==> src/rtl/kmsr_pkg.sv <==
package kmsr_pkg;

  localparam int MAX_ROWS  = 18;
  localparam int ROW_IDX_W = $clog2(MAX_ROWS);
  // one bit wider so that it can also hold the row count itself
  localparam int ROW_CNT_W = ROW_IDX_W + 1;
  localparam int ROW_W     = 8;
  // ram word: key row, latched new row, latched old row
  localparam int WORD_W    = 3 * ROW_W;

  localparam logic [ROW_W-1:0] ROW_IDLE        = 8'hFF;
  localparam int               CTRL_ENABLE_BIT = 7;
  localparam int               SCAN_RD_STATE   = 0;
  localparam logic [1:0]       EVENTS_MAX      = 2'd3;

  typedef enum logic [1:0] {
    REQ_READ  = 2'd0,
    REQ_WRITE = 2'd1,
    REQ_KEY   = 2'd2
  } req_e;

  typedef enum logic [2:0] {
    REG_CTRL = 3'd0,
    REG_SCAN = 3'd1,
    REG_NEW  = 3'd2,
    REG_OLD  = 3'd3
  } reg_e;

  typedef enum logic [2:0] {
    ERR_OK            = 3'd0,
    ERR_BURST_END     = 3'd1,
    ERR_EN_MID_BURST  = 3'd2,
    ERR_SCAN_RD_STATE = 3'd3,
    ERR_BAD_REG       = 3'd4,
    ERR_KEY_RANGE     = 3'd5
  } err_e;

  typedef struct packed {
    logic                 rd_en;
    logic [ROW_IDX_W-1:0] rd_addr;
    logic                 wr_en;
    logic [ROW_IDX_W-1:0] wr_addr;
    logic [WORD_W-1:0]    wr_data;
  } ram_req_t;

  typedef struct packed {
    ram_req_t ram;
    logic     done;
  } sweep_t;

  function automatic logic [4:0] drive_count(input logic [2:0] code);
    logic [4:0] cnt;
    case (code)
      3'd0:    cnt = 5'd5;
      3'd1:    cnt = 5'd6;
      3'd2:    cnt = 5'd7;
      3'd3:    cnt = 5'd8;
      3'd4:    cnt = 5'd10;
      3'd5:    cnt = 5'd12;
      3'd6:    cnt = 5'd15;
      default: cnt = 5'd18;
    endcase
    return cnt;
  endfunction

  function automatic logic [3:0] sense_count(input logic [1:0] code);
    logic [3:0] cnt;
    case (code)
      2'd0:    cnt = 4'd5;
      2'd1:    cnt = 4'd6;
      2'd2:    cnt = 4'd7;
      default: cnt = 4'd8;
    endcase
    return cnt;
  endfunction

endpackage

==> src/rtl/kmsr_ram.sv <==
module kmsr_ram #(
  parameter int Width = 8,
  parameter int Depth = 16
) (
  input  logic                     clk_i,
  input  logic                     we_i,
  input  logic [$clog2(Depth)-1:0] waddr_i,
  input  logic [Width-1:0]         wdata_i,
  input  logic                     re_i,
  input  logic [$clog2(Depth)-1:0] raddr_i,
  output logic [Width-1:0]         rdata_o
);

  logic [Width-1:0] mem_q [Depth];

  always_ff @(posedge clk_i) begin
    if (we_i) begin
      mem_q[waddr_i] <= wdata_i;
    end
    if (re_i) begin
      rdata_o <= mem_q[raddr_i];
    end
  end

endmodule

==> src/rtl/kmsr_sweep.sv <==
module kmsr_sweep (
  input  logic                             clk_i,
  input  logic                             rst_ni,
  input  logic                             start_i,
  // row word as read in the previous cycle, with unwritten rows already shown idle
  input  logic [kmsr_pkg::WORD_W-1:0]      rd_word_i,
  output kmsr_pkg::sweep_t                 sweep_o
);

  localparam logic [kmsr_pkg::ROW_CNT_W-1:0] RowsC =
    kmsr_pkg::ROW_CNT_W'(kmsr_pkg::MAX_ROWS);

  logic                              active_q, active_d;
  logic [kmsr_pkg::ROW_CNT_W-1:0]    cnt_q, cnt_d;
  logic                              wr_pend_q, wr_pend_d;
  logic [kmsr_pkg::ROW_IDX_W-1:0]    wr_idx_q, wr_idx_d;
  logic                              rd_en;
  logic [kmsr_pkg::ROW_W-1:0]        key_row;
  logic [kmsr_pkg::ROW_W-1:0]        new_row;

  assign key_row = rd_word_i[3*kmsr_pkg::ROW_W-1:2*kmsr_pkg::ROW_W];
  assign new_row = rd_word_i[2*kmsr_pkg::ROW_W-1:kmsr_pkg::ROW_W];
  assign rd_en   = active_q && (cnt_q < RowsC);

  always_comb begin
    sweep_o.ram.rd_en   = rd_en;
    sweep_o.ram.rd_addr = cnt_q[kmsr_pkg::ROW_IDX_W-1:0];
    sweep_o.ram.wr_en   = wr_pend_q;
    sweep_o.ram.wr_addr = wr_idx_q;
    // old takes new, new takes the current key row
    sweep_o.ram.wr_data = {key_row, key_row, new_row};
    sweep_o.done        = active_q && !rd_en && wr_pend_q;
  end

  always_comb begin
    active_d  = active_q;
    cnt_d     = cnt_q;
    wr_pend_d = rd_en;
    wr_idx_d  = wr_idx_q;
    if (start_i) begin
      active_d = 1'b1;
      cnt_d    = '0;
    end else if (sweep_o.done) begin
      active_d = 1'b0;
    end
    if (rd_en) begin
      cnt_d    = cnt_q + 1'b1;
      wr_idx_d = cnt_q[kmsr_pkg::ROW_IDX_W-1:0];
    end
  end

  always_ff @(posedge clk_i or negedge rst_ni) begin
    if (!rst_ni) begin
      active_q  <= 1'b0;
      cnt_q     <= '0;
      wr_pend_q <= 1'b0;
    end else begin
      active_q  <= active_d;
      cnt_q     <= cnt_d;
      wr_pend_q <= wr_pend_d;
    end
  end

  always_ff @(posedge clk_i) begin
    wr_idx_q <= wr_idx_d;
  end

endmodule

==> src/rtl/keypad_matrix_scan_registers.sv <==
// Keypad matrix scanner with control, scan, new-data and old-data byte registers.
// Each input beat is a register read, a register write, a key event or an unknown
// request type, and each gives exactly one result beat. Key, latched-new and
// latched-old rows share one ram word per drive row; an item is a ram read, then a
// modify and write back. A key change while enabled also captures all rows: a
// sweep through the ram, one row read and one written each cycle, holds the input
// off until it ends. The result beat is registered; the next item is taken only
// once the last is done and that register is empty or is being read out.
module keypad_matrix_scan_registers (
  input  logic        clk_i,
  input  logic        rst_ni,
  input  logic        s_axis_tvalid_i,
  output logic        s_axis_tready_o,
  // req_type[1:0], reg_sel[4:2], write_data[12:5], drive_line[17:13],
  // sense_line[20:18], key_down[21], zero[23:22]
  input  logic [23:0] s_axis_tdata_i,
  output logic        m_axis_tvalid_o,
  input  logic        m_axis_tready_i,
  // read_data[7:0], irq_pulse[8], error_code[11:9], zero[15:12]
  output logic [15:0] m_axis_tdata_o
);

  localparam int RW = kmsr_pkg::ROW_W;
  localparam int IW = kmsr_pkg::ROW_IDX_W;
  localparam int CW = kmsr_pkg::ROW_CNT_W;
  localparam logic [CW-1:0] RowsC = CW'(kmsr_pkg::MAX_ROWS);

  typedef enum logic [2:0] {
    ST_IDLE  = 3'b001,
    ST_EXEC  = 3'b010,
    ST_SWEEP = 3'b100
  } state_e;

  state_e state_q, state_d;

  // request as taken
  kmsr_pkg::req_e req_q;
  logic [2:0]     reg_q;
  logic [7:0]     wd_q;
  logic [4:0]     drv_q;
  logic [2:0]     sns_q;
  logic           down_q;

  // architectural registers, control stored without its low two bits
  logic [7:2]     ctrl_q, ctrl_d;
  logic [7:0]     scan_q, scan_d;
  logic [1:0]     ev_q, ev_d;
  logic [IW-1:0]  nrow_q, nrow_d;
  logic [IW-1:0]  orow_q, orow_d;

  logic [kmsr_pkg::MAX_ROWS-1:0] valid_q;
  logic [IW-1:0]  rd_addr_q;

  logic           m_valid_q;
  logic [15:0]    m_data_q;

  logic           s_accept;
  logic           exec;
  logic [1:0]     in_req;
  logic [2:0]     in_reg;
  logic [IW-1:0]  acc_addr;
  logic           acc_rd_en;

  kmsr_pkg::ram_req_t ram_req;
  kmsr_pkg::sweep_t   sweep;
  logic [kmsr_pkg::WORD_W-1:0] ram_rdata;
  logic [kmsr_pkg::WORD_W-1:0] rd_word;

  logic [4:0]     drive_cnt;
  logic [3:0]     sense_cnt;
  logic           enabled;
  logic [RW-1:0]  key_row, new_row, old_row;
  logic [RW-1:0]  mask, key_after;
  logic           key_ok;
  logic [IW-1:0]  port_row;
  logic [RW-1:0]  port_field;
  logic [CW-1:0]  port_next;

  logic [7:0]          res_rd;
  logic                res_irq;
  kmsr_pkg::err_e      res_err;
  logic                ex_wr_en;
  logic                capture;

  assign s_axis_tready_o = (state_q == ST_IDLE) && (!m_valid_q || m_axis_tready_i);
  assign s_accept        = s_axis_tvalid_i && s_axis_tready_o;
  assign exec            = (state_q == ST_EXEC);
  assign m_axis_tvalid_o = m_valid_q;
  assign m_axis_tdata_o  = m_data_q;

  assign in_req = s_axis_tdata_i[1:0];
  assign in_reg = s_axis_tdata_i[4:2];

  // ram read address chosen at the accept edge so the data is there in the execute state
  always_comb begin
    acc_addr = s_axis_tdata_i[17:13];
    if (in_req == kmsr_pkg::REQ_READ && in_reg == kmsr_pkg::REG_NEW) begin
      acc_addr = nrow_q;
    end else if (in_req == kmsr_pkg::REQ_READ && in_reg == kmsr_pkg::REG_OLD) begin
      acc_addr = orow_q;
    end
    acc_rd_en = s_accept && ({1'b0, acc_addr} < RowsC);
  end

  // rows never written read as idle
  assign rd_word = valid_q[rd_addr_q] ? ram_rdata : {3{kmsr_pkg::ROW_IDLE}};
  assign key_row = rd_word[3*RW-1:2*RW];
  assign new_row = rd_word[2*RW-1:RW];
  assign old_row = rd_word[RW-1:0];

  assign drive_cnt = kmsr_pkg::drive_count(ctrl_q[4:2]);
  assign sense_cnt = kmsr_pkg::sense_count(ctrl_q[6:5]);
  assign enabled   = ctrl_q[kmsr_pkg::CTRL_ENABLE_BIT];

  assign mask      = RW'(1) << sns_q;
  assign key_after = down_q ? (key_row & ~mask) : (key_row | mask);
  assign key_ok    = ({1'b0, drv_q} < {1'b0, drive_cnt}) && ({1'b0, sns_q} < sense_cnt) &&
                     (CW'(drv_q) < RowsC);

  assign port_row   = (reg_q == kmsr_pkg::REG_NEW) ? nrow_q : orow_q;
  assign port_field = ({1'b0, port_row} >= RowsC) ? kmsr_pkg::ROW_IDLE :
                      (reg_q == kmsr_pkg::REG_NEW) ? new_row : old_row;
  assign port_next  = {1'b0, port_row} + 1'b1;

  always_comb begin
    res_rd   = '0;
    res_irq  = 1'b0;
    res_err  = kmsr_pkg::ERR_OK;
    ctrl_d   = ctrl_q;
    scan_d   = scan_q;
    ev_d     = ev_q;
    nrow_d   = nrow_q;
    orow_d   = orow_q;
    ex_wr_en = 1'b0;
    capture  = 1'b0;
    case (req_q)
      kmsr_pkg::REQ_READ: begin
        case (reg_q)
          kmsr_pkg::REG_CTRL: begin
            res_rd = {ctrl_q, ev_q[1], ev_q[1] ^ ev_q[0]};
          end
          kmsr_pkg::REG_SCAN: begin
            res_rd = scan_q;
          end
          kmsr_pkg::REG_NEW, kmsr_pkg::REG_OLD: begin
            if (!enabled) begin
              res_rd = kmsr_pkg::ROW_IDLE;
            end else begin
              res_rd = port_field;
              if (port_next >= {1'b0, drive_cnt}) begin
                if (ev_q != 2'd0) begin
                  res_err = kmsr_pkg::ERR_BURST_END;
                end
                if (reg_q == kmsr_pkg::REG_NEW) begin
                  nrow_d = '0;
                end else begin
                  orow_d = '0;
                end
              end else if (reg_q == kmsr_pkg::REG_NEW) begin
                nrow_d = port_next[IW-1:0];
              end else begin
                orow_d = port_next[IW-1:0];
              end
            end
          end
          default: begin
            res_err = kmsr_pkg::ERR_BAD_REG;
          end
        endcase
      end
      kmsr_pkg::REQ_WRITE: begin
        case (reg_q)
          kmsr_pkg::REG_CTRL: begin
            ctrl_d = wd_q[7:2];
            if (!enabled && wd_q[kmsr_pkg::CTRL_ENABLE_BIT] &&
                (nrow_q != '0 || orow_q != '0)) begin
              res_err = kmsr_pkg::ERR_EN_MID_BURST;
            end
          end
          kmsr_pkg::REG_SCAN: begin
            if (wd_q[kmsr_pkg::SCAN_RD_STATE]) begin
              res_err = kmsr_pkg::ERR_SCAN_RD_STATE;
            end else begin
              scan_d = wd_q;
            end
          end
          default: begin
            res_err = kmsr_pkg::ERR_BAD_REG;
          end
        endcase
      end
      kmsr_pkg::REQ_KEY: begin
        if (!key_ok) begin
          res_err = kmsr_pkg::ERR_KEY_RANGE;
        end else if (key_after != key_row) begin
          ex_wr_en = 1'b1;
          if (enabled) begin
            capture = 1'b1;
            res_irq = 1'b1;
            if (ev_q != kmsr_pkg::EVENTS_MAX) begin
              ev_d = ev_q + 1'b1;
            end
          end
        end
      end
      default: begin
        res_err = kmsr_pkg::ERR_BAD_REG;
      end
    endcase
  end

  always_comb begin
    if (state_q == ST_SWEEP) begin
      ram_req = sweep.ram;
    end else begin
      ram_req.rd_en   = acc_rd_en;
      ram_req.rd_addr = acc_addr;
      ram_req.wr_en   = exec && ex_wr_en;
      ram_req.wr_addr = drv_q;
      ram_req.wr_data = {key_after, new_row, old_row};
    end
  end

  always_comb begin
    state_d = state_q;
    case (state_q)
      ST_IDLE: begin
        if (s_accept) begin
          state_d = ST_EXEC;
        end
      end
      ST_EXEC: begin
        state_d = capture ? ST_SWEEP : ST_IDLE;
      end
      ST_SWEEP: begin
        if (sweep.done) begin
          state_d = ST_IDLE;
        end
      end
      default: begin
        state_d = ST_IDLE;
      end
    endcase
  end

  kmsr_ram #(
    .Width (kmsr_pkg::WORD_W),
    .Depth (kmsr_pkg::MAX_ROWS)
  ) u_row_ram (
    .clk_i   (clk_i),
    .we_i    (ram_req.wr_en),
    .waddr_i (ram_req.wr_addr),
    .wdata_i (ram_req.wr_data),
    .re_i    (ram_req.rd_en),
    .raddr_i (ram_req.rd_addr),
    .rdata_o (ram_rdata)
  );

  kmsr_sweep u_sweep (
    .clk_i     (clk_i),
    .rst_ni    (rst_ni),
    .start_i   (exec && capture),
    .rd_word_i (rd_word),
    .sweep_o   (sweep)
  );

  always_ff @(posedge clk_i or negedge rst_ni) begin
    if (!rst_ni) begin
      state_q   <= ST_IDLE;
      ctrl_q    <= '0;
      scan_q    <= '0;
      ev_q      <= '0;
      nrow_q    <= '0;
      orow_q    <= '0;
      valid_q   <= '0;
      m_valid_q <= 1'b0;
    end else begin
      state_q <= state_d;
      if (exec) begin
        ctrl_q <= ctrl_d;
        scan_q <= scan_d;
        ev_q   <= ev_d;
        nrow_q <= nrow_d;
        orow_q <= orow_d;
      end
      if (ram_req.wr_en) begin
        valid_q[ram_req.wr_addr] <= 1'b1;
      end
      if (exec) begin
        m_valid_q <= 1'b1;
      end else if (m_axis_tready_i) begin
        m_valid_q <= 1'b0;
      end
    end
  end

  always_ff @(posedge clk_i) begin
    if (s_accept) begin
      req_q  <= kmsr_pkg::req_e'(s_axis_tdata_i[1:0]);
      reg_q  <= s_axis_tdata_i[4:2];
      wd_q   <= s_axis_tdata_i[12:5];
      drv_q  <= s_axis_tdata_i[17:13];
      sns_q  <= s_axis_tdata_i[20:18];
      down_q <= s_axis_tdata_i[21];
    end
    if (ram_req.rd_en) begin
      rd_addr_q <= ram_req.rd_addr;
    end
    if (exec) begin
      m_data_q <= {4'b0000, res_err, res_irq, res_rd};
    end
  end

`ifndef NO_ASSERTIONS
  a_no_rw_same_row: assert property (@(posedge clk_i) disable iff (!rst_ni)
    ram_req.wr_en && ram_req.rd_en |-> ram_req.wr_addr != ram_req.rd_addr)
    else $error("row ram read and written at the same row");

  a_out_free_on_exec: assert property (@(posedge clk_i) disable iff (!rst_ni)
    state_q == ST_EXEC |-> !m_valid_q)
    else $error("result register still full when a result is produced");

  a_irq_starts_sweep: assert property (@(posedge clk_i) disable iff (!rst_ni)
    exec && res_irq |=> state_q == ST_SWEEP)
    else $error("capture without row sweep");

  a_events_monotonic: assert property (@(posedge clk_i) disable iff (!rst_ni)
    ev_q != 2'd0 |=> ev_q >= $past(ev_q))
    else $error("event count went down");
`endif

endmodule

==> config.mk <==
export PLATFORM = sky130hd
export DESIGN_NAME = keypad_matrix_scan_registers
export DESIGN_NICKNAME = d
export VERILOG_FILES = /design/src/rtl/kmsr_pkg.sv /design/src/rtl/kmsr_ram.sv /design/src/rtl/kmsr_sweep.sv /design/src/rtl/keypad_matrix_scan_registers.sv
export SDC_FILE = /design/constraint.sdc
export NUM_CORES = 1
export LEC_CHECK = 0
export ABC_CLOCK_PERIOD_IN_PS = 7020
export BUFFER_PORTS_ARGS = -buffer_cell sky130_fd_sc_hd__buf_2
export CORE_MARGIN = 8
export CORE_UTILIZATION = 55
export CTS_CLUSTER_SIZE = 25
export DETAILED_ROUTE_END_ITERATION = 16
export GPL_TIMING_DRIVEN = 1
export PLACE_DENSITY = 0.71
export RECOVER_POWER = 50
export SYNTH_ARGS = -nofsm -noshare
export SYNTH_HDL_FRONTEND = slang
export SYNTH_SLANG_ARGS = --single-unit
==> constraint.sdc <==
create_clock -name clk_i -period 7.02 [get_ports clk_i]
set_clock_uncertainty 0.15 [all_clocks]
set_input_delay 1.404 -clock clk_i [delete_from_list [all_inputs] [get_ports clk_i]]
set_output_delay 1.404 -clock clk_i [all_outputs]
set_load 0.1 [all_outputs]
### Word-level counts from Yosys, hierarchy flattened

Memories as Yosys holds them, arrays and structs flattened. A register that Yosys moved wholly into a read port is not among the register bits.
Cells that the tools add are included.

| operators by class | value |
|---|---|
| shifts and indexed selects | 1 |
| equality and inequality tests | 22 |
| bitwise logic cells | 7 |
| magnitude comparators | 10 |
| reduce and logical (&&, ||, !) cells | 39 |
| add/subtract/negate cells | 3 |
| mux-type cells | 50 |

Operator list:

| kind | number |
|---|---|
| 2-to-1 mux 5 bit | 9 |
| 2-to-1 mux 36 bit | 1 |
| one-hot mux 5 bit (7 select lines) | 1 |
| 2-to-1 mux 8 bit | 4 |
| 2-to-1 mux 24 bit | 1 |
| one-hot mux 8 bit (3 select lines) | 1 |
| equality test 3 x 2 -> 1 bit (second input constant) | 7 |
| 2-to-1 mux 1 bit | 18 |
| OR 18 bit | 1 |
| one-hot mux 3 bit (3 select lines) | 2 |
| logical AND 1 bit | 15 |
| equality test 3 bit (second input constant) | 4 |
| < comparator 5 x 6 -> 1 bit (second input constant) | 2 |
| 2-to-1 mux 3 bit | 4 |
| 2-to-1 mux 6 bit | 2 |
| one-hot mux 3 bit (2 select lines) | 2 |
| one-hot mux 4 bit (3 select lines) | 1 |
| < comparator 5 bit (second input constant) | 2 |
| AND reduction 5 bit | 2 |
| nonzero test 5 bit | 2 |
| equality test 3 x 1 -> 1 bit (second input constant) | 3 |
| bitwise AND 8 bit | 1 |
| inequality test 8 bit | 1 |
| inverter 8 bit | 1 |
| other kinds (29) | 45 |

| storage, ports and cells | value |
|---|---|
| output and inout bits | 18 |
| bits in writable memories | 432 |
| memories kept | 1 |
| flip-flop bits (word level) | 99 |
| word-level logic and storage cells | 154 |
| bits of input ports | 28 |

Memories:

| name | words | width | read ports | clocked after memory_dff | write ports | RTL line | text |
|---|---|---|---|---|---|---|---|
| u_row_ram.mem_q | 18 | 24 | 1 | 1 | 1 | kmsr_ram.sv:14 | `logic [Width-1:0] mem_q [Depth];` |

### Depth between registers and ports, before layout

Gate-level depths: netlist (run 1).

| logic depth | value |
|---|---|
| depth after elaboration | 16 |
| depth in mapped cells | 14 |
| gate-level depth less buffers | 13 |

### Cells and area by module

From an unflattened synthesis (run 1), not the netlist that was laid out.

| unflattened totals | value |
|---|---|
| cells, all modules | 1,392 |
| area total of the unflattened synthesis | 23,480.0 µm² |

Modules (own cells, without submodules):

| module | instances | sequential area each (µm²) | cells each | area each (µm²) |
|---|---|---|---|---|
| kmsr_ram | 1 | 13,693.1 | 803 | 17,367.9 |
| keypad_matrix_scan_registers | 1 | 2,348.5 | 520 | 5,300.1 |
| kmsr_sweep | 1 | 350.3 | 69 | 812.0 |

### Worst setup path before layout (run 1)

Ideal clock, no wire load.

| path | value |
|---|---|
| path type | input to register |
| from | input port m_axis_tready_i |
| to | register rd_addr_q[0], enable pin |
| data required time | 6.415 ns |
| slack | -0.327 ns |
| stages | 5 |
| data arrival time | 6.742 ns |
| library setup time | 0.455 ns |
| buffers on the path | 0 |
| cell sequence | nor2b_1 > nor4b_1 > and2_1 > o21ai_0 > o21ai_0 |

RTL lines:

| what | RTL line | text |
|---|---|---|
| from (decl) | keypad_matrix_scan_registers.sv:18 | `input logic m_axis_tready_i,` |
| to (signal assigned) | keypad_matrix_scan_registers.sv:307 | `rd_addr_q <= ram_req.rd_addr;` |
| to (decl) | keypad_matrix_scan_registers.sv:52 | `logic [IW-1:0] rd_addr_q;` |

### Final worst setup path (run 1)

| path | value |
|---|---|
| from | input port s_axis_tdata_i[1] |
| to | register u_row_ram.rdata_o[18] (read register of u_row_ram.mem_q), data pin |

| on the way | value |
|---|---|
| longest elaborated chain between the ends | 7 |
| elaborated cells between the ends (all ways) | 8 |
| those cells by class | order compare: 1; mux: 3; reduce/logical: 4 |

RTL lines:

| what | RTL line | text |
|---|---|---|
| from (decl) | keypad_matrix_scan_registers.sv:16 | `input logic [23:0] s_axis_tdata_i,` |
| zero test 2 bit * | keypad_matrix_scan_registers.sv:97, keypad_matrix_scan_registers.sv:99 |  |
| logical AND 1 bit | keypad_matrix_scan_registers.sv:99 | `end else if (in_req == kmsr_pkg::REQ_READ && in_reg == kmsr_pkg::REG_OLD) begin` |
| 2-to-1 mux 5 bit | keypad_matrix_scan_registers.sv:99 |  |
| 2-to-1 mux 5 bit * | keypad_matrix_scan_registers.sv:97 | `if (in_req == kmsr_pkg::REQ_READ && in_reg == kmsr_pkg::REG_NEW) begin` |
| < comparator 5 bit | keypad_matrix_scan_registers.sv:102 | `acc_rd_en = s_accept && ({1'b0, acc_addr} < RowsC);` |
| logical AND 1 bit | keypad_matrix_scan_registers.sv:102 |  |
| 2-to-1 mux 36 bit * | keypad_matrix_scan_registers.sv:213 | `if (state_q == ST_SWEEP) begin` |
| to (decl) | kmsr_ram.sv:11 | `output logic [Width-1:0] rdata_o` |

Every way passes the cells marked *; elsewhere a longest branch is shown, timed or not.
A chain may end at the register's enable or synchronous reset.

==> out/qor.txt, run 1 <==
Status - complete, but fails checks
Failing checks - max-capacitance violations, max-slew violations
H-Tree Depth - 2
Max_cap viols - 3
Worst EP required - 7.24 ns
Initial DRC Count - 1823
# resized after CTS - 0
GP Congestion - 0.840
#FFs+latches synth - 555
Routed vias/inst - 6.17
First-pass DRT Iterations - 6
CP most frequent cell - clkbuf_1
Post-Syn Area - 23800 um2
Setup TNS - 0 ns
DP HPWL - 31.2 mm
I/O Pins - 46
CP Class - input port to register
Count leader, synth - edfxtp_1
Post-Route Utilization - 61.4%
Initial Utilization - 55.4%
Final period util - 77.4%
Crit path max fanout - 33
Crit path launch type - input port
P&R area growth vs syn - 10.8%
Slowest-stage cell, CP - clkbuf_1
Pwr dens - 266 nW/um2
WP data arrival - 5.65 ns
Sequential cell area fraction in the yosys report - 69.0%
Largest net degree at the start of global routing - 97
Top delay family on crit path - buffers and inverters
Die X-Extent - 224 um
Nets - 1825
Worst skew pair latency - 0.62 ns
Port Buffer Count - 39
Full die area - 50100 um2
Mux share of post-synthesis cell area - 6.82%
Leakage power - 0.00895 uW
Maximum root-to-sink buffer count - 3
Final slew viol count - 120
Core ar. - 42900 um2
EDFF count, synth - 500
Compound-gate portion of the synthesized area - 8.09%
Cells along the critical path - clkbuf_1, nor4b_1, mux2i_1, o21a_2, inv_2, clkbuf_1, nand3_1, a21oi_1, nor4_2
VDD IR max - 0.217 mV
Placed cell area - 24800 um2
WL per Instance - 24.1 um
CP Capture Type - register
Buf/Inv on CP - 3
Final WS setup - 1.59 ns
Fin. Hold Viols - 0
Mapped Cells - 1741
Worst stage delay on the critical path - 1.47 ns
Root buffer cell - clkbuf_16
Achievable clock frequency - 184 MHz
Fin crit period - 5.43 ns
TritonCTS clock tree - built
CTS Hold Buffers Added - 0
Worst-Margin Slew - 3.12 ns
Number of global-route vias before repair - 14414
Drt total wl - 58.0 mm
Fin cells - 2402
Ant diodes - 0
CTS Buf Count - 55
Post-CTS setup buffers - 0
Worst Hold Class - register to register
Synth cell types - 71
Top post-synthesis cells by count - edfxtp_1, nand2_1, nand3_1
Final setup fails - 0
Slew headroom - -108%
Asr flop ratio synth - 9.91%
Fill cells - 3260
Synth top area share - 63.2%
Grt total ovfl - 0
CTS Sinks - 555
Ys Warns - 0
Main combinational cell family by area after synthesis - simple AND/OR/NAND/NOR gates
Post-synthesis simple-gate area fraction - 12.5%
XOR/XNOR Fraction of Synth Area - 0.332%
Routed Antenna Nets - 0
Die height - 224 um
Post-Synth Adder-Cell Area - 0.843%
Global-route wire length before repair - 86.9 mm
Area leader, netlist - edfxtp_1
Dpl ws - 1.87 ns
FF/Latch Area - 16400 um2
RSZ-0062 raised after global routing - false
Layout cells sized above 1 - 16.5%
# DRC - 0
Rows - 76
Synth area leaders - edfxtp_1, dfrtp_1, mux2_2, nand2_1, nand3_1
Cell area after layout - 26300 um2
Initial antenna violation count - 0
GRT Total Usage - 22.9%
Multi-input logic area - 7010 um2
Vias - 14832
Ys flop type - edfxtp_1
Placed Cells - 2309
Worst-path clk slew - 0.06 ns
Mean Syn Cell Area - 13.6 um2
## per-stage QoR
stage / hold slack (ns) / power, uW
after floorplan: 0.289 / 4160
after global placement: 0.302 / 4310
after detailed placement: 0.307 / 4320
after CTS: 0.321 / 7040
after global routing: 0.341 / 7210
final: 0.319 / 7000
## final cells by class
type	count	share of cell area [%]
sequential	555	62.3
tap	585	2.78
clock buffer	69	5.59
clock inverter	24	0.732
timing repair buffer	78	1.69
inverter	18	0.276
multi-input combinational	1073	26.6
## final timing paths
path | startpoint | endpoint | slack [ns] | cells past startpoint
worst max-delay path | s_axis_tdata_i[1] | u_row_ram.rdata_o[18]$_DFFE_PP_ | 1.59 | 9
worst min-delay path | valid_q[8]$_DFFE_PN0P_ | valid_q[8]$_DFFE_PN0P_ | 0.32 | 2
worst max register to register | state_q[0]$_DFFE_PN1P_ | u_row_ram.rdata_o[3]$_DFFE_PP_ | 2.00 | 6
worst min register to register | valid_q[8]$_DFFE_PN0P_ | valid_q[8]$_DFFE_PN0P_ | 0.32 | 2
max in group asynchronous | rst_ni | scan_q[6]$_DFFE_PN0P_ | 3.18 | 2
min in group asynchronous | rst_ni | u_sweep.cnt_q[2]$_DFFE_PN0P_ | 1.78 | 2
## power breakdown
part	leakage, uW	internal [uW]	switching, uW
sequential	0.00525	3670	59.3
combinational	0.00288	155	367
clock	0.000816	1540	1200
total	0.00895	5370	1620
## sequential cells by signal, summed over array words and instances (netlist names), 3 cells and up
name               cells
ctrl_q                 6
drv_q                  5
m_axis_tdata_o        12
nrow_q                 5
orow_q                 5
rd_addr_q              5
reg_q                  3
scan_q                 7
sns_q                  3
state_q                3
u_row_ram.mem_q      432
u_row_ram.rdata_o     24
u_sweep.cnt_q          6
u_sweep.wr_idx_q       5
valid_q               18
wd_q                   8
## worst register-to-register path, stage by stage, from the launching register on
cell and delay [ns]:
dfstp_2 0.57, nor4b_1 0.37, and2_0 0.19, clkbuf_1 1.04
o21ai_0 0.40, o21ai_4 0.13, clkbuf_1 1.71
## layout by cell type (no fill, tap or decap), types with 24 or more instances in the layout
| master | instances |
|---|---|
| a21oi_1 | 74 |
| and3_1 | 27 |
| buf_4 | 28 |
| clkbuf_1 | 47 |
| clkbuf_16 | 56 |
| dfrtp_1 | 54 |
| edfxtp_1 | 500 |
| mux2_2 | 116 |
| mux2i_1 | 29 |
| nand2_1 | 324 |
| nand3_1 | 128 |
| o21a_1 | 26 |
| o21ai_0 | 24 |
| o22ai_1 | 49 |
## metal layers
metal	wire length, um	global-route usage [%]	vias up	share of wire (%)
met5	0	0	-	0
met4	2030	8.81	0	3.5
met3	5540	4.84	133	9.6
met2	26800	36.5	730	46
met1	23600	30.8	7341	41
li1	-	-	6628	-
## cells by family after synthesis
| family | count (synthesis) |
|---|---|
| AO/OA/AOI/OAI | 286 |
| XOR/XNOR | 9 |
| adder cells (fa/ha/maj) | 16 |
| buffers and inverters | 116 |
| flip-flops | 555 |
| multiplexers | 147 |
| other | 1 |
| AND/OR/NAND/NOR | 611 |
No activity file was read; power rests on OpenSTA's default activity.
==> run 2: changes to the inputs <==
- ABC_CLOCK_PERIOD_IN_PS: 7020 -> 5600
- clock period: 7.02 -> 5.6 ns (I/O delays scaled with it)
==> run 2 against run 1 <==
  * The run still ends with max-capacitance violations, max-slew violations left
  * Clock power up 28%
  * Cell count up 0.75%
  * Worst hold slack better by 0.0029 ns
  * Die area unchanged
  * Utilization up 0.33 points
  * Combinational power up 26%
  * Sequential share of layout area down 0.34 points
  * Critical path type is now register to register
  * Largest cell class unchanged
==> out/qor.txt, run 2 (synthesis results as in run 1) <==
Status - complete, but fails checks
Failing checks - max-capacitance violations, max-slew violations
Worst EP required - 5.88 ns
Final WS setup - 0.905 ns
Worst stage delay on the critical path - 1.30 ns
RSZ-0062 raised after global routing - false
Number of flip-flops in the largest register - 432
CP Capture Type - register
Number of global-route vias before repair - 14222
Routed vias/inst - 6.08
Slowest-stage cell, CP - clkbuf_1
Die height - 224 um
Worst Hold Class - register to register
Regs by FF count - u_row_ram.mem_q (432), u_row_ram.rdata_o (24), valid_q (18)
WP data arrival - 4.97 ns
Post-CTS setup buffers - 0
Dpl ws - 1.14 ns
Root buffer cell - clkbuf_16
Die X-Extent - 224 um
Worst-Margin Slew - 3.17 ns
Post-Route Utilization - 61.7%
Ant diodes - 0
Leakage power - 0.00903 uW
I/O Pins - 46
TritonCTS clock tree - built
Initial DRC Count - 1758
Final slew viol count - 85
Crit path launch type - register
Commonest non-fill, non-tap cell in the layout - edfxtp_1
Worst-path clk slew - 0.06 ns
Final setup fails - 0
Achievable clock frequency - 213 MHz
Vias - 14718
Fin. Hold Viols - 0
Hold path depth - 2
Full die area - 50100 um2
Grt total ovfl - 0
Largest Register - u_row_ram.mem_q
P&R area growth vs syn - 11.4%
Routed Antenna Nets - 0
FF-to-FF setup slack - 0.90 ns
Final period util - 83.8%
First-pass DRT Iterations - 5
Initial Utilization - 55.4%
Commonest cells after routing, fill and taps aside - edfxtp_1, nand2_1, nand3_1
WL per Instance - 23.8 um
Setup TNS - 0 ns
Cells along the critical path - nor3b_2, nand2_1, o21ai_2, clkbuf_1, nand3b_1, buf_12, a21oi_1, nor4_2
GP Congestion - 0.857
VDD IR max - 0.260 mV
Max_cap viols - 2
Layout cells sized above 1 - 17.0%
Port Buffer Count - 39
Maximum root-to-sink buffer count - 3
CTS Hold Buffers Added - 0
Total power - 8840 uW
CTS Buf Count - 54
Crit path max fanout - 28
# resized after CTS - 0
Largest net degree at the start of global routing - 96
Rows - 76
GRT Total Usage - 22.7%
FF-to-FF Start - state_q[1]$_DFFE_PN0P_
Worst skew pair latency - 0.62 ns
Drt total wl - 57.6 mm
Reg2Reg Depth - 8
CP Class - register to register
Nets - 1834
Core ar. - 42900 um2
H-Tree Depth - 2
Hold_sp - valid_q[3]$_DFFE_PN0P_
CTS Sinks - 555
Pwr dens - 334 nW/um2
Global-route wire length before repair - 86.5 mm
Slew headroom - -111%
Initial antenna violation count - 0
DP HPWL - 32.0 mm
Hold Path Sink - valid_q[3]$_DFFE_PN0P_
Reg-to-reg critical path endpoint - u_row_ram.rdata_o[4]$_DFFE_PP_
# DRC - 0
Fin crit period - 4.70 ns
-- run 2: changes by cell type in the layout (fill, tap and decap cells not counted), moves of 2 or more --
cell / before / now
buf_4: 28 / 36
clkbuf_8: 2 / 0
clkinvlp_4: 0 / 3
clkinv_1: 12 / 15
clkinv_2: 9 / 13
-- run 2: critical path: cells and delay by family (launching register included) --
kind | cells | cell delay [ns]
flip-flops | 1 | 0.42
AND/OR/NAND/NOR | 4 | 2.19
buffers and inverters | 2 | 1.55
AO/OA/AOI/OAI | 2 | 0.18
-- run 2: routing by layer --
metal	wire length, um	track usage [%]	vias to the layer above
met5	0	0	-
met4	2040	9.07	0
met3	4240	3.96	130
met2	27800	37.5	656
met1	23500	29.9	7267
li1	-	-	6665
-- run 2: cell type report --
cell class | count | area (um2)
clock buffer | 66 | 1440
tap | 585 | 732
inverter | 18 | 72.6
sequential | 555 | 16400
multi-input combinational | 1073 | 7020
clock inverter | 35 | 277
timing repair buffer | 88 | 529
fill | 3210 | 16400
-- run 2: worst max path at each step --
stage / start / end / slack (ns) / cells past startpoint
final: state_q[1]$_DFFE_PN0P_ / u_row_ram.rdata_o[4]$_DFFE_PP_ / 0.90 / 8
after floorplan: m_axis_tready_i / rd_addr_q[0]$_DFFE_PP_ / 0.07 / 5
after global routing: state_q[1]$_DFFE_PN0P_ / u_row_ram.rdata_o[1]$_DFFE_PP_ / 0.64 / 8
after detailed placement: ctrl_q[4]$_DFFE_PN0P_ / u_row_ram.mem_q[10][4]$_DFFE_PP_ / 1.14 / 11
after global placement: s_axis_tdata_i[1] / u_row_ram.rdata_o[3]$_DFFE_PP_ / 1.16 / 10
after CTS: ctrl_q[4]$_DFFE_PN0P_ / u_row_ram.mem_q[10][4]$_DFFE_PP_ / 1.13 / 11
-- run 2: report_power, final --
part / switching (uW) / leakage (uW) / internal [uW]
sequential: 74.0 / 0.00525 / 4600
clock: 1540 / 0.000836 / 1970
combinational: 460 / 0.00294 / 196
-- run 2: stage by stage --
step           hold slack (ns)  cell area [um2]  instances
2_1_floorplan            0.289            23800       1744
3_3_place_gp             0.302            24800       2319
3_5_place_dp             0.307            24800       2319
4_1_cts                  0.319            26600       2420
5_1_grt                  0.350            26500       2420
6_report                 0.322            26500       2420
==> run 3: changes to the inputs <==
- ABC_CLOCK_PERIOD_IN_PS: 5600 -> 4510
- clock period: 5.6 -> 4.51 ns (I/O delays scaled with it)
==> run 3 against run 2 <==
  * The flow still finishes with violations (max-capacitance violations, max-slew violations)
  * Global-route usage rose by 0.13 points
  * Setup slack got worse by 0.52 ns
  * Register-to-register slack got worse by 0.52 ns
  * Largest cell class unchanged
  * Via count rose by 0.73%
  * Wire length rose by 0.26%
  * Flip-flop and latch count did not move
  * Cell count rose by 0.58%
  * Critical endpoint is now u_row_ram.mem_q[16][13]$_DFFE_PP_
  * Utilization rose by 0.84 points
  * Sequential share of layout area fell by 0.83 points
==> out/qor.txt, run 3 (synthesis results as in run 1) <==
Global routing's busiest layer - met2
Failing checks - max-capacitance violations, max-slew violations
Initial antenna violation count - 0
Leakage power - 0.00916 uW
Number of global-route vias before repair - 14661
RSZ-0062 raised after global routing - false
GP Congestion - 0.846
GR Util met2 - 37.4%
Routed vias/inst - 6.09
Die height - 224 um
Rows - 76
P&R area growth vs syn - 12.9%
# resized after CTS - 0
Crit path max fanout - 24
Regs by FF count - u_row_ram.mem_q (432), u_row_ram.rdata_o (24), valid_q (18)
Largest Register - u_row_ram.mem_q
# DRC - 0
Fill cells - 3182
Reg-to-reg critical path endpoint - u_row_ram.mem_q[16][13]$_DFFE_PP_
Worst-path clk slew - 0.06 ns
Total power - 11300 uW
GR Layer Usage met1 - 30.2%
Slew headroom - -29.2%
Max_cap viols - 1
Post-CTS setup buffers - 0
Worst stage delay on the critical path - 0.98 ns
Fin. Hold Viols - 0
Commonest cells after routing, fill and taps aside - edfxtp_1, nand2_1, nand3_1
Fin cells - 2434
Buf/Inv on CP - 1
Cells along the critical path - mux2i_1, a22oi_1, a31oi_1, a2111o_1, nand3_1, o311ai_4, a21oi_4, buf_12
Grt total ovfl - 0
I/O Pins - 46
Setup TNS - 0 ns
Full die area - 50100 um2
TritonCTS clock tree - built
WL per Instance - 23.7 um
Hold path depth - 1
GRT Total Usage - 22.9%
Hold Path Sink - wd_q[1]$_DFFE_PP_
Final setup fails - 0
Worst EP required - 4.71 ns
Number of flip-flops in the largest register - 432
Fin crit period - 4.12 ns
WP data arrival - 4.32 ns
H-Tree Depth - 2
Layout cells sized above 1 - 16.5%
CTS Hold Buffers Added - 0
Routed Antenna Nets - 0
Initial Utilization - 55.4%
Maximum root-to-sink buffer count - 3
FF-to-FF setup slack - 0.39 ns
CP Class - register to register
VDD IR max - 0.387 mV
CTS Sinks - 555
Slowest-stage cell, CP - o311ai_4
Die X-Extent - 224 um
Port Buffer Count - 39
Drt total wl - 57.7 mm
Vias - 14826
Nets - 1848
Crit path launch type - register
Commonest non-fill, non-tap cell in the layout - edfxtp_1
FF-to-FF Start - rd_addr_q[0]$_DFFE_PP_
First-pass DRT Iterations - 6
Root buffer cell - clkbuf_16
Hold_sp - s_axis_tdata_i[6]
Achievable clock frequency - 243 MHz
Final slew viol count - 35
Global-route wire length before repair - 87.3 mm
Final period util - 91.4%
Status - complete, but fails checks
Largest net degree at the start of global routing - 121
Worst-Margin Slew - 1.94 ns
Placed Cells - 2331
CTS Buf Count - 56
Initial DRC Count - 1809
Reg2Reg Depth - 8
Core ar. - 42900 um2
Pwr dens - 421 nW/um2
Met3 Track Usage GR - 4.07%
Ant diodes - 0
Worst Hold Class - input port to register
CP Capture Type - register
Worst skew pair latency - 0.61 ns
DP HPWL - 31.8 mm
Top delay family on crit path - compound AO/OA/AOI/OAI gates
run 3: changes by cell type in the layout (fill, tap and decap cells not counted), sizes merged:
| cell | before | now |
|---|---|---|
| buf | 50 | 57 |
| bufinv | 3 | 6 |
| clkbuf | 104 | 117 |
| clkinv | 30 | 20 |
| clkinvlp | 3 | 2 |
| inv | 17 | 19 |
run 3: area by class of cell:
type,instances,area (um2),area share (%)
clock inverter,29,325,1.21
timing repair buffer,100,842,3.14
tap,585,732,2.73
clock buffer,74,1530,5.71
multi-input combinational,1073,6930,25.8
inverter,18,72.6,0.271
sequential,555,16400,61.1
run 3: worst max-delay path by stage:
| stage | depth (start not counted) | slack (ns) | to | startpoint |
|---|---|---|---|---|
| floorplan | 11 | 0.29 | u_row_ram.mem_q[11][0]$_DFFE_PP_ | ctrl_q[4]$_DFFE_PN0P_ |
| global placement | 8 | 0.67 | u_row_ram.mem_q[10][14]$_DFFE_PP_ | rd_addr_q[0]$_DFFE_PP_ |
| detailed placement | 8 | 0.62 | u_row_ram.mem_q[9][2]$_DFFE_PP_ | rd_addr_q[0]$_DFFE_PP_ |
| CTS | 8 | 0.61 | u_row_ram.mem_q[3][18]$_DFFE_PP_ | rd_addr_q[0]$_DFFE_PP_ |
| global route | 10 | 0.20 | u_row_ram.rdata_o[11]$_DFFE_PP_ | s_axis_tdata_i[1] |
| finish | 8 | 0.39 | u_row_ram.mem_q[16][13]$_DFFE_PP_ | rd_addr_q[0]$_DFFE_PP_ |
run 3: layer usage:
metal	part of all wire, %	up-vias	wire length (um)
met3	7.6	133	4370
met2	47	664	27400
met4	3.6	0	2060
met5	0	-	0
li1	-	6687	-
met1	41	7342	23900
run 3: report_power, final:
part | switching [uW] | internal [uW] | total, uW
logic | 577 | 247 | 824
registers | 85.7 | 5720 | 5800
clock network | 1940 | 2730 | 4670
total | 2600 | 8690 | 11300
run 3: stage by stage:
step | util (%) | setup slack, ns | hold WS (ns) | cell area [um2]
after floorplan | - | 0.291 | 0.289 | 23800
after global placement | 58.7 | 0.669 | 0.300 | 25200
after detailed placement | 58.7 | 0.621 | 0.307 | 25200
after CTS | 63.0 | 0.607 | 0.126 | 27000
after global routing | 62.5 | 0.196 | 0.299 | 26800
final | 62.5 | 0.388 | 0.317 | 26800
run 3: worst reg2reg max path: cells and delay by family (launching register included):
kind / cells / cell delay (ns)
mux: 1 / 0.31
flops: 1 / 0.70
compound gates: 5 / 2.15
simple gates: 1 / 0.30
buf+inv: 1 / 0.24
